File: src/sv/wsd_pkg.sv
`timescale 1ns / 1ps
package wsd_pkg;

  localparam int QUEUE_DEPTH = 4;
  localparam int TDATA_W     = 88;

  typedef enum logic [2:0] {
    PH_HDR0    = 3'd0,
    PH_HDR1    = 3'd1,
    PH_EXT     = 3'd2,
    PH_KEY     = 3'd3,
    PH_PAY     = 3'd4,
    PH_DISCARD = 3'd5
  } phase_t;

  typedef enum logic [1:0] {
    KIND_HDR = 2'd0,
    KIND_PAY = 2'd1,
    KIND_ERR = 2'd2
  } kind_t;

  typedef enum logic [1:0] {
    ERR_SHORT     = 2'd0,
    ERR_OPCODE    = 2'd1,
    ERR_FRAG_CTRL = 2'd2,
    ERR_CTRL_LEN  = 2'd3
  } err_t;

  localparam logic [6:0] LEN_CODE_16 = 7'd126;
  localparam logic [6:0] LEN_CODE_64 = 7'd127;
  localparam logic [63:0] CTRL_MAX_LEN = 64'd125;

  typedef struct packed {
    logic       fin;
    logic [2:0] rsv;
    logic [3:0] opcode;
    logic       mask;
  } hdr_t;

  typedef struct packed {
    kind_t       kind;
    hdr_t        hdr;
    logic [63:0] len;
    logic [7:0]  pbyte;
    err_t        err;
    logic        fend;
  } result_t;

  // one queue entry: a result, optionally followed by a too-short error
  typedef struct packed {
    result_t res;
    logic    extra;
  } entry_t;

  function automatic result_t err_item(err_t code);
    result_t r;
    r       = '0;
    r.kind  = KIND_ERR;
    r.err   = code;
    r.fend  = 1'b1;
    return r;
  endfunction

endpackage

File: src/sv/websocket_frame_deframer.sv
`timescale 1ns / 1ps
// channel | dir | beat content
// s_*     | in  | tdata: data_byte[7:0]; tlast: end_of_buffer
// m_*     | out | tdata: see port; tuser: item_kind; tlast: frame_end
//
// One input beat per cycle while the queue is not full. Parser state updates in
// the cycle of the beat; results pass a small queue and then a registered output
// stage. A beat that yields a result plus a too-short error gives two output
// items, the result first. s_tready drops only when the queue is full. rst is
// synchronous and returns the parser to the first header byte.
module websocket_frame_deframer #(
  parameter int QueueDepth = wsd_pkg::QUEUE_DEPTH
) (
  input  logic                        clk,
  input  logic                        rst,
  input  logic                        s_tvalid,
  output logic                        s_tready,
  input  logic [7:0]                  s_tdata,  // data_byte
  input  logic                        s_tlast,
  output logic                        m_tvalid,
  input  logic                        m_tready,
  // fin bit, reserved_bits[2:0], frame_opcode[3:0], mask_flag,
  // frame length[63:0], payload_byte[7:0], error_code[1:0], zero pad
  output logic [wsd_pkg::TDATA_W-1:0] m_tdata,
  output logic [1:0]                  m_tuser,  // item_kind
  output logic                        m_tlast
);
  import wsd_pkg::*;

  logic    push, q_full, q_valid, q_pop;
  entry_t  push_entry, q_head;
  result_t res;

  wsd_front u_front (
    .clk        (clk),
    .rst        (rst),
    .in_valid   (s_tvalid),
    .in_byte    (s_tdata),
    .in_eob     (s_tlast),
    .q_full     (q_full),
    .in_ready   (s_tready),
    .push       (push),
    .push_entry (push_entry)
  );

  wsd_queue #(
    .Depth (QueueDepth)
  ) u_queue (
    .clk        (clk),
    .rst        (rst),
    .push       (push),
    .push_entry (push_entry),
    .pop        (q_pop),
    .full       (q_full),
    .not_empty  (q_valid),
    .head       (q_head)
  );

  wsd_back u_back (
    .clk       (clk),
    .rst       (rst),
    .q_valid   (q_valid),
    .q_head    (q_head),
    .q_pop     (q_pop),
    .out_ready (m_tready),
    .out_valid (m_tvalid),
    .out_res   (res)
  );

  assign m_tdata = {5'd0, res.err, res.pbyte, res.len, res.hdr.mask,
                    res.hdr.opcode, res.hdr.rsv, res.hdr.fin};
  assign m_tuser = res.kind;
  assign m_tlast = res.fend;

endmodule

File: src/sv/wsd_front.sv
`timescale 1ns / 1ps
module wsd_front (
  input  logic            clk,
  input  logic            rst,
  input  logic            in_valid,
  input  logic [7:0]      in_byte,
  input  logic            in_eob,
  input  logic            q_full,
  output logic            in_ready,
  output logic            push,
  output wsd_pkg::entry_t push_entry
);
  import wsd_pkg::*;

  phase_t      phase, phase_next;
  hdr_t        hdr, hdr_next;
  logic [63:0] len_acc, len_acc_next;
  logic [3:0]  ext_cnt, ext_cnt_next;
  logic [31:0] key, key_next;
  logic [1:0]  key_idx, key_idx_next;
  logic [63:0] remain, remain_next;

  logic        accept;
  logic        len_done, hdr_done;
  logic [63:0] done_len;
  logic [7:0]  key_byte;
  logic        produce;
  entry_t      entry;

  assign in_ready = !q_full;
  assign accept   = in_valid && !q_full;

  always_comb begin
    phase_next   = phase;
    hdr_next     = hdr;
    len_acc_next = len_acc;
    ext_cnt_next = ext_cnt;
    key_next     = key;
    key_idx_next = key_idx;
    remain_next  = remain;
    len_done     = 1'b0;
    hdr_done     = 1'b0;
    done_len     = len_acc;
    key_byte     = 8'd0;
    produce      = 1'b0;
    entry        = '0;

    unique case (phase)
      PH_HDR0: begin
        hdr_next     = '{fin: in_byte[7], rsv: in_byte[6:4], opcode: in_byte[3:0], mask: 1'b0};
        len_acc_next = '0;
        ext_cnt_next = '0;
        key_next     = '0;
        key_idx_next = '0;
        remain_next  = '0;
        if (in_eob) begin
          produce    = 1'b1;
          entry.res  = err_item(ERR_SHORT);
          phase_next = PH_HDR0;
        end else if (in_byte[3:0] inside {[4'd3:4'd7], [4'd11:4'd15]}) begin
          produce    = 1'b1;
          entry.res  = err_item(ERR_OPCODE);
          phase_next = PH_DISCARD;
        end else begin
          phase_next = PH_HDR1;
        end
      end
      PH_HDR1: begin
        hdr_next.mask = in_byte[7];
        if (in_byte[6:0] < LEN_CODE_16) begin
          len_acc_next = {57'd0, in_byte[6:0]};
          done_len     = len_acc_next;
          len_done     = 1'b1;
        end else begin
          ext_cnt_next = (in_byte[6:0] == LEN_CODE_64) ? 4'd8 : 4'd2;
          len_acc_next = '0;
          if (in_eob) begin
            produce    = 1'b1;
            entry.res  = err_item(ERR_SHORT);
            phase_next = PH_HDR0;
          end else begin
            phase_next = PH_EXT;
          end
        end
      end
      PH_EXT: begin
        len_acc_next = {len_acc[55:0], in_byte};
        ext_cnt_next = ext_cnt - 4'd1;
        if (ext_cnt_next == 4'd0) begin
          done_len = len_acc_next;
          len_done = 1'b1;
        end else if (in_eob) begin
          produce    = 1'b1;
          entry.res  = err_item(ERR_SHORT);
          phase_next = PH_HDR0;
        end
      end
      PH_KEY: begin
        key_next     = {key[23:0], in_byte};
        ext_cnt_next = ext_cnt - 4'd1;
        if (ext_cnt_next == 4'd0) begin
          done_len = len_acc;
          hdr_done = 1'b1;
        end else if (in_eob) begin
          produce    = 1'b1;
          entry.res  = err_item(ERR_SHORT);
          phase_next = PH_HDR0;
        end
      end
      PH_PAY: begin
        if (hdr.mask) begin
          case (key_idx)
            2'd0:    key_byte = key[31:24];
            2'd1:    key_byte = key[23:16];
            2'd2:    key_byte = key[15:8];
            default: key_byte = key[7:0];
          endcase
        end
        produce         = 1'b1;
        entry.res.kind  = KIND_PAY;
        entry.res.pbyte = in_byte ^ key_byte;
        entry.res.fend  = (remain <= 64'd1);
        remain_next     = (remain != 64'd0) ? remain - 64'd1 : 64'd0;
        key_idx_next    = key_idx + 2'd1;
        if (remain_next == 64'd0) begin
          phase_next = in_eob ? PH_HDR0 : PH_DISCARD;
        end else if (in_eob) begin
          entry.extra = 1'b1;
          phase_next  = PH_HDR0;
        end
      end
      default: begin
        if (in_eob) begin
          phase_next = PH_HDR0;
        end
      end
    endcase

    // length complete: control checks, then key or header
    if (len_done) begin
      if (hdr_next.opcode[3] && !hdr_next.fin) begin
        produce    = 1'b1;
        entry.res  = err_item(ERR_FRAG_CTRL);
        phase_next = in_eob ? PH_HDR0 : PH_DISCARD;
      end else if (hdr_next.opcode[3] && (done_len > CTRL_MAX_LEN)) begin
        produce    = 1'b1;
        entry.res  = err_item(ERR_CTRL_LEN);
        phase_next = in_eob ? PH_HDR0 : PH_DISCARD;
      end else if (hdr_next.mask) begin
        ext_cnt_next = 4'd4;
        if (in_eob) begin
          produce    = 1'b1;
          entry.res  = err_item(ERR_SHORT);
          phase_next = PH_HDR0;
        end else begin
          phase_next = PH_KEY;
        end
      end else begin
        hdr_done = 1'b1;
      end
    end

    if (hdr_done) begin
      produce        = 1'b1;
      entry.res      = '0;
      entry.res.kind = KIND_HDR;
      entry.res.hdr  = hdr_next;
      entry.res.len  = done_len;
      entry.res.fend = (done_len == 64'd0);
      if (done_len == 64'd0) begin
        phase_next = in_eob ? PH_HDR0 : PH_DISCARD;
      end else begin
        remain_next  = done_len;
        key_idx_next = '0;
        phase_next   = PH_PAY;
        if (in_eob) begin
          entry.extra = 1'b1;
          phase_next  = PH_HDR0;
        end
      end
    end
  end

  assign push       = accept && produce;
  assign push_entry = entry;

  always_ff @(posedge clk) begin
    if (rst) begin
      phase   <= PH_HDR0;
      hdr     <= '0;
      len_acc <= '0;
      ext_cnt <= '0;
      key     <= '0;
      key_idx <= '0;
      remain  <= '0;
    end else if (accept) begin
      phase   <= phase_next;
      hdr     <= hdr_next;
      len_acc <= len_acc_next;
      ext_cnt <= ext_cnt_next;
      key     <= key_next;
      key_idx <= key_idx_next;
      remain  <= remain_next;
    end
  end

endmodule

File: src/sv/wsd_queue.sv
`timescale 1ns / 1ps
module wsd_queue #(
  parameter int Depth = wsd_pkg::QUEUE_DEPTH
) (
  input  logic            clk,
  input  logic            rst,
  input  logic            push,
  input  wsd_pkg::entry_t push_entry,
  input  logic            pop,
  output logic            full,
  output logic            not_empty,
  output wsd_pkg::entry_t head
);
  import wsd_pkg::*;

  localparam int AW = (Depth > 1) ? $clog2(Depth) : 1;
  localparam int CW = $clog2(Depth + 1);
  localparam logic [AW-1:0] LastPtr = AW'(Depth - 1);
  localparam logic [CW-1:0] Full    = CW'(Depth);

  entry_t        slots [Depth];
  logic [AW-1:0] wr_ptr, rd_ptr;
  logic [CW-1:0] count;
  logic          do_push, do_pop;

  assign full      = (count == Full);
  assign not_empty = (count != '0);
  assign head      = slots[rd_ptr];
  assign do_push   = push && !full;
  assign do_pop    = pop && not_empty;

  always_ff @(posedge clk) begin
    if (do_push) begin
      slots[wr_ptr] <= push_entry;
    end
  end

  always_ff @(posedge clk) begin
    if (rst) begin
      wr_ptr <= '0;
      rd_ptr <= '0;
      count  <= '0;
    end else begin
      if (do_push) begin
        wr_ptr <= (wr_ptr == LastPtr) ? '0 : wr_ptr + AW'(1);
      end
      if (do_pop) begin
        rd_ptr <= (rd_ptr == LastPtr) ? '0 : rd_ptr + AW'(1);
      end
      if (do_push && !do_pop) begin
        count <= count + CW'(1);
      end else if (do_pop && !do_push) begin
        count <= count - CW'(1);
      end
    end
  end

endmodule

File: src/sv/wsd_back.sv
`timescale 1ns / 1ps
module wsd_back (
  input  logic             clk,
  input  logic             rst,
  input  logic             q_valid,
  input  wsd_pkg::entry_t  q_head,
  output logic             q_pop,
  input  logic             out_ready,
  output logic             out_valid,
  output wsd_pkg::result_t out_res
);
  import wsd_pkg::*;

  logic    valid_r, pend_err;
  result_t res_r;
  logic    advance;

  assign advance   = !valid_r || out_ready;
  assign q_pop     = advance && !(valid_r && pend_err) && q_valid;
  assign out_valid = valid_r;
  assign out_res   = res_r;

  always_ff @(posedge clk) begin
    if (rst) begin
      valid_r  <= 1'b0;
      pend_err <= 1'b0;
    end else if (advance) begin
      if (valid_r && pend_err) begin
        pend_err <= 1'b0;
      end else if (q_valid) begin
        valid_r  <= 1'b1;
        pend_err <= q_head.extra;
      end else begin
        valid_r  <= 1'b0;
      end
    end
  end

  always_ff @(posedge clk) begin
    if (advance) begin
      if (valid_r && pend_err) begin
        res_r <= err_item(ERR_SHORT);
      end else if (q_valid) begin
        res_r <= q_head.res;
      end
    end
  end

endmodule
File: config.mk
export PLATFORM = sky130hd
export DESIGN_NAME = websocket_frame_deframer
export DESIGN_NICKNAME = d
export VERILOG_FILES = /design/src/sv/wsd_pkg.sv /design/src/sv/websocket_frame_deframer.sv /design/src/sv/wsd_front.sv /design/src/sv/wsd_queue.sv /design/src/sv/wsd_back.sv
export SDC_FILE = /design/constraint.sdc
export NUM_CORES = 1
export LEC_CHECK = 0
export BUFFER_PORTS_ARGS = -buffer_cell sky130_fd_sc_hd__buf_2
export CAP_MARGIN = 0
export CORE_MARGIN = 4
export CORE_UTILIZATION = 45
export DETAILED_ROUTE_END_ITERATION = 7
export PLACE_DENSITY_LB_ADDON = 0.08
export SYNTH_ARGS = -nofsm -noshare
export SYNTH_HDL_FRONTEND = slang
export SYNTH_SLANG_ARGS = --single-unit
File: constraint.sdc
create_clock -name clk -period 6.3 [get_ports clk]
set_input_delay 1.26 -clock clk [delete_from_list [all_inputs] [get_ports clk]]
set_output_delay 1.26 -clock clk [all_outputs]
set_load 0.02 [all_outputs]
Yosys cells after proc, flatten, opt, wreduce, memory -nomap -nowiden
Memories as Yosys holds them, arrays and structs flattened. A register that Yosys moved wholly into a read port is not among the register bits. Index checks and enable logic that the tools add are counted.

Memories kept: 1. Input bits: 13. Register bits after elaboration: 273. Logic and storage cells: 182. Output and inout bits: 93. Memory bits (writable): 348.

Memories: u_queue.slots (depth 4, width 87, read ports 1, clocked after memory_dff 1, write ports 1, RTL line wsd_queue.sv:21) `entry_t slots [Depth];`.

Bitwise gates (word level): 2. Mux-type cells: 94. Magnitude comparators: 7. Equal/unequal tests: 10. Reduce and logical (&&, ||, !) cells: 37. $add $sub $neg: 7.

Operators by type and width (number): $mux 86 (11); $mux 64 (5); $pmux 64 s2 (2); $pmux 73 s3 (1); $pmux 64 s3 (1); $logic_not 64->1 (2); $mux 87 (1); $gt 64x7->1 const B (1); $le 64x1->1 const B (1); $pmux 32 s2 (1); $reduce_bool 64->1 (1); $sub 64x1->64 const B (1); $mux 3 (16); $pmux 8 s4 (1); $mux 1 (27); $mux 4 (6); $mux 8 (3); $pmux 8 s3 (1); $mux 2 (8); $logic_and 1x1->1 (13); $pmux 3 s4 (1); $pmux 4 s3 (1); $pmux 1 s4 (2); $pmux 2 s4 (1); 30 further kinds (49).

Logic depth before layout (Yosys ltp)
Word-level depth: 18. Depth in mapped cells: 19. Gate-level depth less buffers: 16.

Modules after synthesis
From an unflattened synthesis, not the netlist that was laid out.

Cell total of the unflattened synthesis: 2316. Area, all modules: 27883.0 um2.

Modules (own cells, without submodules): wsd_queue (cells each 505, times used 1, area an instance 13026.2 um2, sequential area each 10630.2 um2); wsd_front (cells each 1611, times used 1, area an instance 11463.5 um2, sequential area each 3563.4 um2); wsd_back (cells each 194, times used 1, area an instance 3352.0 um2, sequential area each 2622.5 um2); websocket_frame_deframer (cells each 6, times used 1, area an instance 41.3 um2, sequential area each 0.0 um2).

Least setup slack after synthesis
No wires, ideal clock.

Path kind: input port to flip-flop. Start: input port s_tdata[4]. End: memory u_queue.slots[2][0] (netlist bit) (enable). Stages on the path: 11. Setup time: 455 ps. Data arrival time: 5930 ps. Path slack: -85 ps. Buffers on the path: 3. Required time: 5845 ps. Cell sequence: clkbuf_1 > and4_1 > a32oi_4 > o211ai_1 > or4_1 > or4_1 > buf_2 > o21a_1 > buf_2 > a41oi_2 > and2_1.

Cells in the longest elaborated chain, start to end: 13. Elaborated cells between the ends (all ways): 23. Those cells by class: order compare: 2; mux: 18; reduce/logical: 3.

Ends and longest elaborated chain: start, declared (RTL line websocket_frame_deframer.sv:18) `input logic [7:0] s_tdata,`; $lt 7x7->1 (RTL line wsd_front.sv:70) `if (in_byte[6:0] < LEN_CODE_16) begin`; $mux 64 / $mux 1 (equally long branches) (RTL line wsd_front.sv:70); $pmux 64 s2 / $pmux 1 s4 (equally long branches) (RTL line wsd_front.sv:48) `unique case (phase)`; $gt 64x7->1 / $mux 1 (equally long branches) (RTL line wsd_front.sv:145, wsd_front.sv:151); $logic_and 1x1->1 / $mux 1 (equally long branches) (RTL line wsd_front.sv:145, wsd_front.sv:149); $mux 1 (RTL line wsd_front.sv:145) `end else if (hdr_next.opcode[3] && (done_len > CTRL_MAX_LEN)) begin`; $mux 1 (RTL line wsd_front.sv:141) `if (hdr_next.opcode[3] && !hdr_next.fin) begin`; $mux 1 (RTL line wsd_front.sv:140) `if (len_done) begin`; $mux 1 (*) (RTL line wsd_front.sv:163) `if (hdr_done) begin`; $logic_and 1x1->1 (*) (RTL line wsd_front.sv:184) `assign push = accept && produce;`; $logic_and 1x1->1 (*) (RTL line wsd_queue.sv:29) `assign do_push = push && !full;`; net u_queue.do_push (RTL line wsd_queue.sv:24) `logic do_push, do_pop;`; $mux 1 (*) (RTL line wsd_queue.sv:33) `if (do_push) begin`; $mux 1 (not written as such) (*) (RTL line wsd_queue.sv:34) `slots[wr_ptr] <= push_entry;`; end, declared (RTL line wsd_queue.sv:21).

Mark *: on every way through the listed nets, which the timed path passes. The rest lies on a longest branch.

Worst setup path in the final report
Start: register u_front.ext_cnt[0]. End: register u_queue.count[2].

Cells in the longest elaborated chain, start to end: 15. Elaborated cells between the ends (all ways): 28. Those cells by class: add/sub: 1; order compare: 1; mux: 18; reduce/logical: 8.

Ends and longest elaborated chain: start, declared (RTL line wsd_front.sv:18) `logic [3:0] ext_cnt, ext_cnt_next;`; start signal, assigned (RTL line wsd_front.sv:200) `ext_cnt <= ext_cnt_next;`; $sub 4x1->4 (*) (RTL line wsd_front.sv:88, wsd_front.sv:100); $logic_not 4->1 (*) (RTL line wsd_front.sv:89, wsd_front.sv:101); $mux 64 / $mux 1 (equally long branches) (RTL line wsd_front.sv:89, wsd_front.sv:101); $pmux 64 s2 / $pmux 1 s4 (equally long branches) (RTL line wsd_front.sv:48); $gt 64x7->1 / $mux 1 (equally long branches) (RTL line wsd_front.sv:145, wsd_front.sv:151); $logic_and 1x1->1 / $mux 1 (equally long branches) (RTL line wsd_front.sv:145, wsd_front.sv:149); $mux 1 (RTL line wsd_front.sv:145); $mux 1 (RTL line wsd_front.sv:141); $mux 1 (RTL line wsd_front.sv:140); $mux 1 (*) (RTL line wsd_front.sv:163); $logic_and 1x1->1 (*) (RTL line wsd_front.sv:184); $logic_and 1x1->1 (*) (RTL line wsd_queue.sv:29); net u_queue.do_push (RTL line wsd_queue.sv:24); $logic_not 1->1 (RTL line wsd_queue.sv:52) `end else if (do_pop && !do_push) begin`; $logic_and 1x1->1 (RTL line wsd_queue.sv:52); $reduce_bool 2->1 (no line); end signal, assigned (RTL line wsd_queue.sv:51) `count <= count + CW'(1);`; end signal, assigned (RTL line wsd_queue.sv:53) `count <= count - CW'(1);`; end, declared (RTL line wsd_queue.sv:23) `logic [CW-1:0] count;`.

Marked as above. A chain may end at the register's enable or synchronous reset.

==> impl_results.md <==
- Initial DRC Count: 1884
- N_diodes: 0
- Ratio of cells with drive above 1 in the final layout: 14.65%
- Global-route wire length before repair: 120.2 mm
- Synth top area share: 46.70%
- Worst hold path type: reg2reg
- Most common cell in the netlist: edfxtp_1
- Critical path type: reg2reg
- All-layer global routing usage: 23.35%
- Most used DFF post-synth: edfxtp_1
- Startpoint Class: flip-flop
- EDFF count, synth: 434
- Maximum vdd drop: 0.4194 mV
- HPWL after DPL: 50.26 mm
- Met3 routed WL: 5.294 mm
- Pwr dens: 439.9 nW/um^2
- WL met1: 35.09 mm
- Worst-margin pin slew: 1.105 ns
- RD Place Congestion: 0.9058
- CTS buffer count: 70
- Placeable Area: 61600 um^2
- Remaining DRCs: 0
- Slew margin rel.: 25.81%
- Row count: 91
- Top layer in use: met5
- Hold Violations, Final: 0
- FFs w/ async S/R, synth: 0%
- Number of global-route vias before repair: 19190
- Final period util: 90.77%
- HP Start: u_front.hdr[6]
- Register bit total from synthesis: 623
- # Post-CTS Setup Buffers: 0
- Sequential fraction of the synthesis area: 60.26%
- Status: finished, final reports clean
- Die width: 257.0 um
- CTS Hold Bufs: 0
- Routed via count: 19670
- WL per Instance: 23.76 um
- Depth of the CTS H-tree: 3
- Cell variety after synth: 77
- Post-layout instance area: 31350 um^2
- DIE AREA: 66070 um^2
- GR Overflow Total: 0
- Clock insertion delay at the later pin of the skew report: 0.61 ns
- R2r startpoint: u_front.ext_cnt[0]
- Yosys top cell by area: edfxtp_1
- Count of final setup violators: 0
- # IOs: 106
- DRT Wirelength: 78.13 mm
- CP arrival: 6.25 ns
- Die H: 257.0 um
- CTS tree: yes
- Largest net degree at the start of global routing: 85
- Post-Synthesis Cells: 2376
- PostCTS Resize Cnt: 0
- Nets@finish: 2424
- Syn avg cell area: 11.75 um^2
- Area grow syn2layout: 12.33%
- Max cap viols: 0
- Worst-case clock buffer depth: 3
- Ys Warns: 0
- Crit end category: flip-flop
- Pre-antenna DRT Iters: 5
- Effective utilization at floorplan: 45.31%
- Setup Skew: 0.03110 ns
- Initial antenna violation count: 3
- Area after DPL: 29110 um^2
- Fillers: 5427
- Tmin final: 5.718 ns
- # clock sinks: 623
- Mapped Area: 27910 um^2
- CP Max Fanout: 14
- Worst Setup SP: u_front.ext_cnt[0]
- WL met2: 35.81 mm
- Worst path required time: 6.83 ns
- Clk slew on worst S/H paths: 0.06 ns
- Max Slew Vio Count: 0
- Pleak: 10.41 nW
- Final ANT Viol Nets: 0
- Synth top cells by count: edfxtp_1 (434), nor2_1 (246), nand2_1 (208), dfxtp_1 (189), a21oi_1 (165)
- Port Buf Inserts: 100
- Routed vias/inst: 5.983
- Synth top area cells: edfxtp_1 (47%), dfxtp_1 (14%), mux4_2 (7.0%)
- RSZ-0062 raised after global routing: no
- Setup tns final: 0 ns
- CTS Root Cell: clkbuf_16
- Fmax: 174.9 MHz
==> placed cells by master (no fill, tap or decap), types with 17 or more instances in the layout <==
cell       count
and2_1        94
dfxtp_1      187
or4_1         21
a22oi_1       86
xor2_1        29
o21ai_0       80
inv_1         19
a211oi_1      55
nand2_1      205
nand4_1       18
buf_4         37
and3_1        22
mux4_2        87
a31oi_1       25
clkbuf_1      21
or3_1         19
a21oi_1      165
o31ai_1       23
nor2_1       244
nand3_1       66
edfxtp_1     434
nor4_1        37
clkbuf_16     74
nor3_1        69
buf_2         99
a21o_1        17
==> registers in the layout, summed over array words and instances (netlist names), 2 cells and up, named ones only <==
signal / count
u_front.hdr: 9
u_front.phase: 3
u_queue.rd_ptr: 2
u_front.key_idx: 2
u_front.len_acc: 64
u_queue.slots: 348
u_queue.count: 3
u_back.out_res: 86
u_front.key: 32
u_queue.wr_ptr: 2
u_front.remain: 64
u_front.ext_cnt: 4
==> power by group <==
| part | switching, mW | internal [mW] |
|---|---|---|
| logic | 2.40 | 1.52 |
| clock network | 1.64 | 2.37 |
| registers | 0.433 | 5.43 |
| total | 4.47 | 9.32 |
==> per-stage QoR <==
step / std cells / hold WS (ns) / worst slack, ns / power [mW] / utilization, %
floorplan: 2380 / 0.4360 / 0.1701 / 8.687 / -
global placement: 3161 / 0.4421 / 0.7016 / 9.874 / 47.25
detailed placement: 3161 / 0.4469 / 0.5826 / 9.921 / 47.25
CTS: 3288 / 0.4546 / 0.6371 / 13.96 / 50.89
global route: 3288 / 0.4793 / 0.3527 / 14.51 / 50.89
finish: 3288 / 0.4575 / 0.5815 / 13.79 / 50.89
==> worst max-delay path, stage by stage (launching register included) <==
cell and delay, ns:
dfxtp_1 0.42, ha_1 0.57, inv_1 0.27, nor4b_1 0.71
o21ai_1 0.48, mux2_2 0.34, nand3_1 0.07, or4_1 0.68
o21a_2 0.28, a41oi_2 0.48, ha_1 0.30, inv_1 0.06
fa_1 0.37, xor2_1 0.16, or3_1 0.30, a21oi_1 0.13
==> cell families after synthesis <==
logic type                 share of synthesized area, %
and+or+nand+nor                                   14.56
AOI/OAI and AO/OA                                 12.53
muxes                                             7.505
other                                           0.01344
DFF                                               60.26
buffers and inverters                             3.246
adders and majority gates                        0.6994
xor gates and xnor gates                          1.193
==> worst paths after layout <==
path                       to  slack (ns)  depth (start not counted)
min            u_front.hdr[6]        0.46                          2
min reg2reg    u_front.hdr[6]        0.46                          2
max reg2reg  u_queue.count[2]        0.58                         15
max          u_queue.count[2]        0.58                         15
==> final cells by class <==
cell class / instances / area [um^2] / area share (%)
tap: 837 / 1047 / 3.340
timing repair buffer: 142 / 893.4 / 2.850
inverter: 19 / 71.32 / 0.2275
clock buffer: 99 / 1986 / 6.334
multi-input combinational: 1540 / 10270 / 32.77
clock inverter: 28 / 256.5 / 0.8182
sequential: 623 / 16820 / 53.66
==> per-layer routing <==
metal	GRT usage [%]	vias to the layer above
met4	6.865	2
met5	0	-
met2	36.00	673
li1	-	9003
met3	4.074	118
met1	34.23	9875
Power figures use the tool's default switching activity.
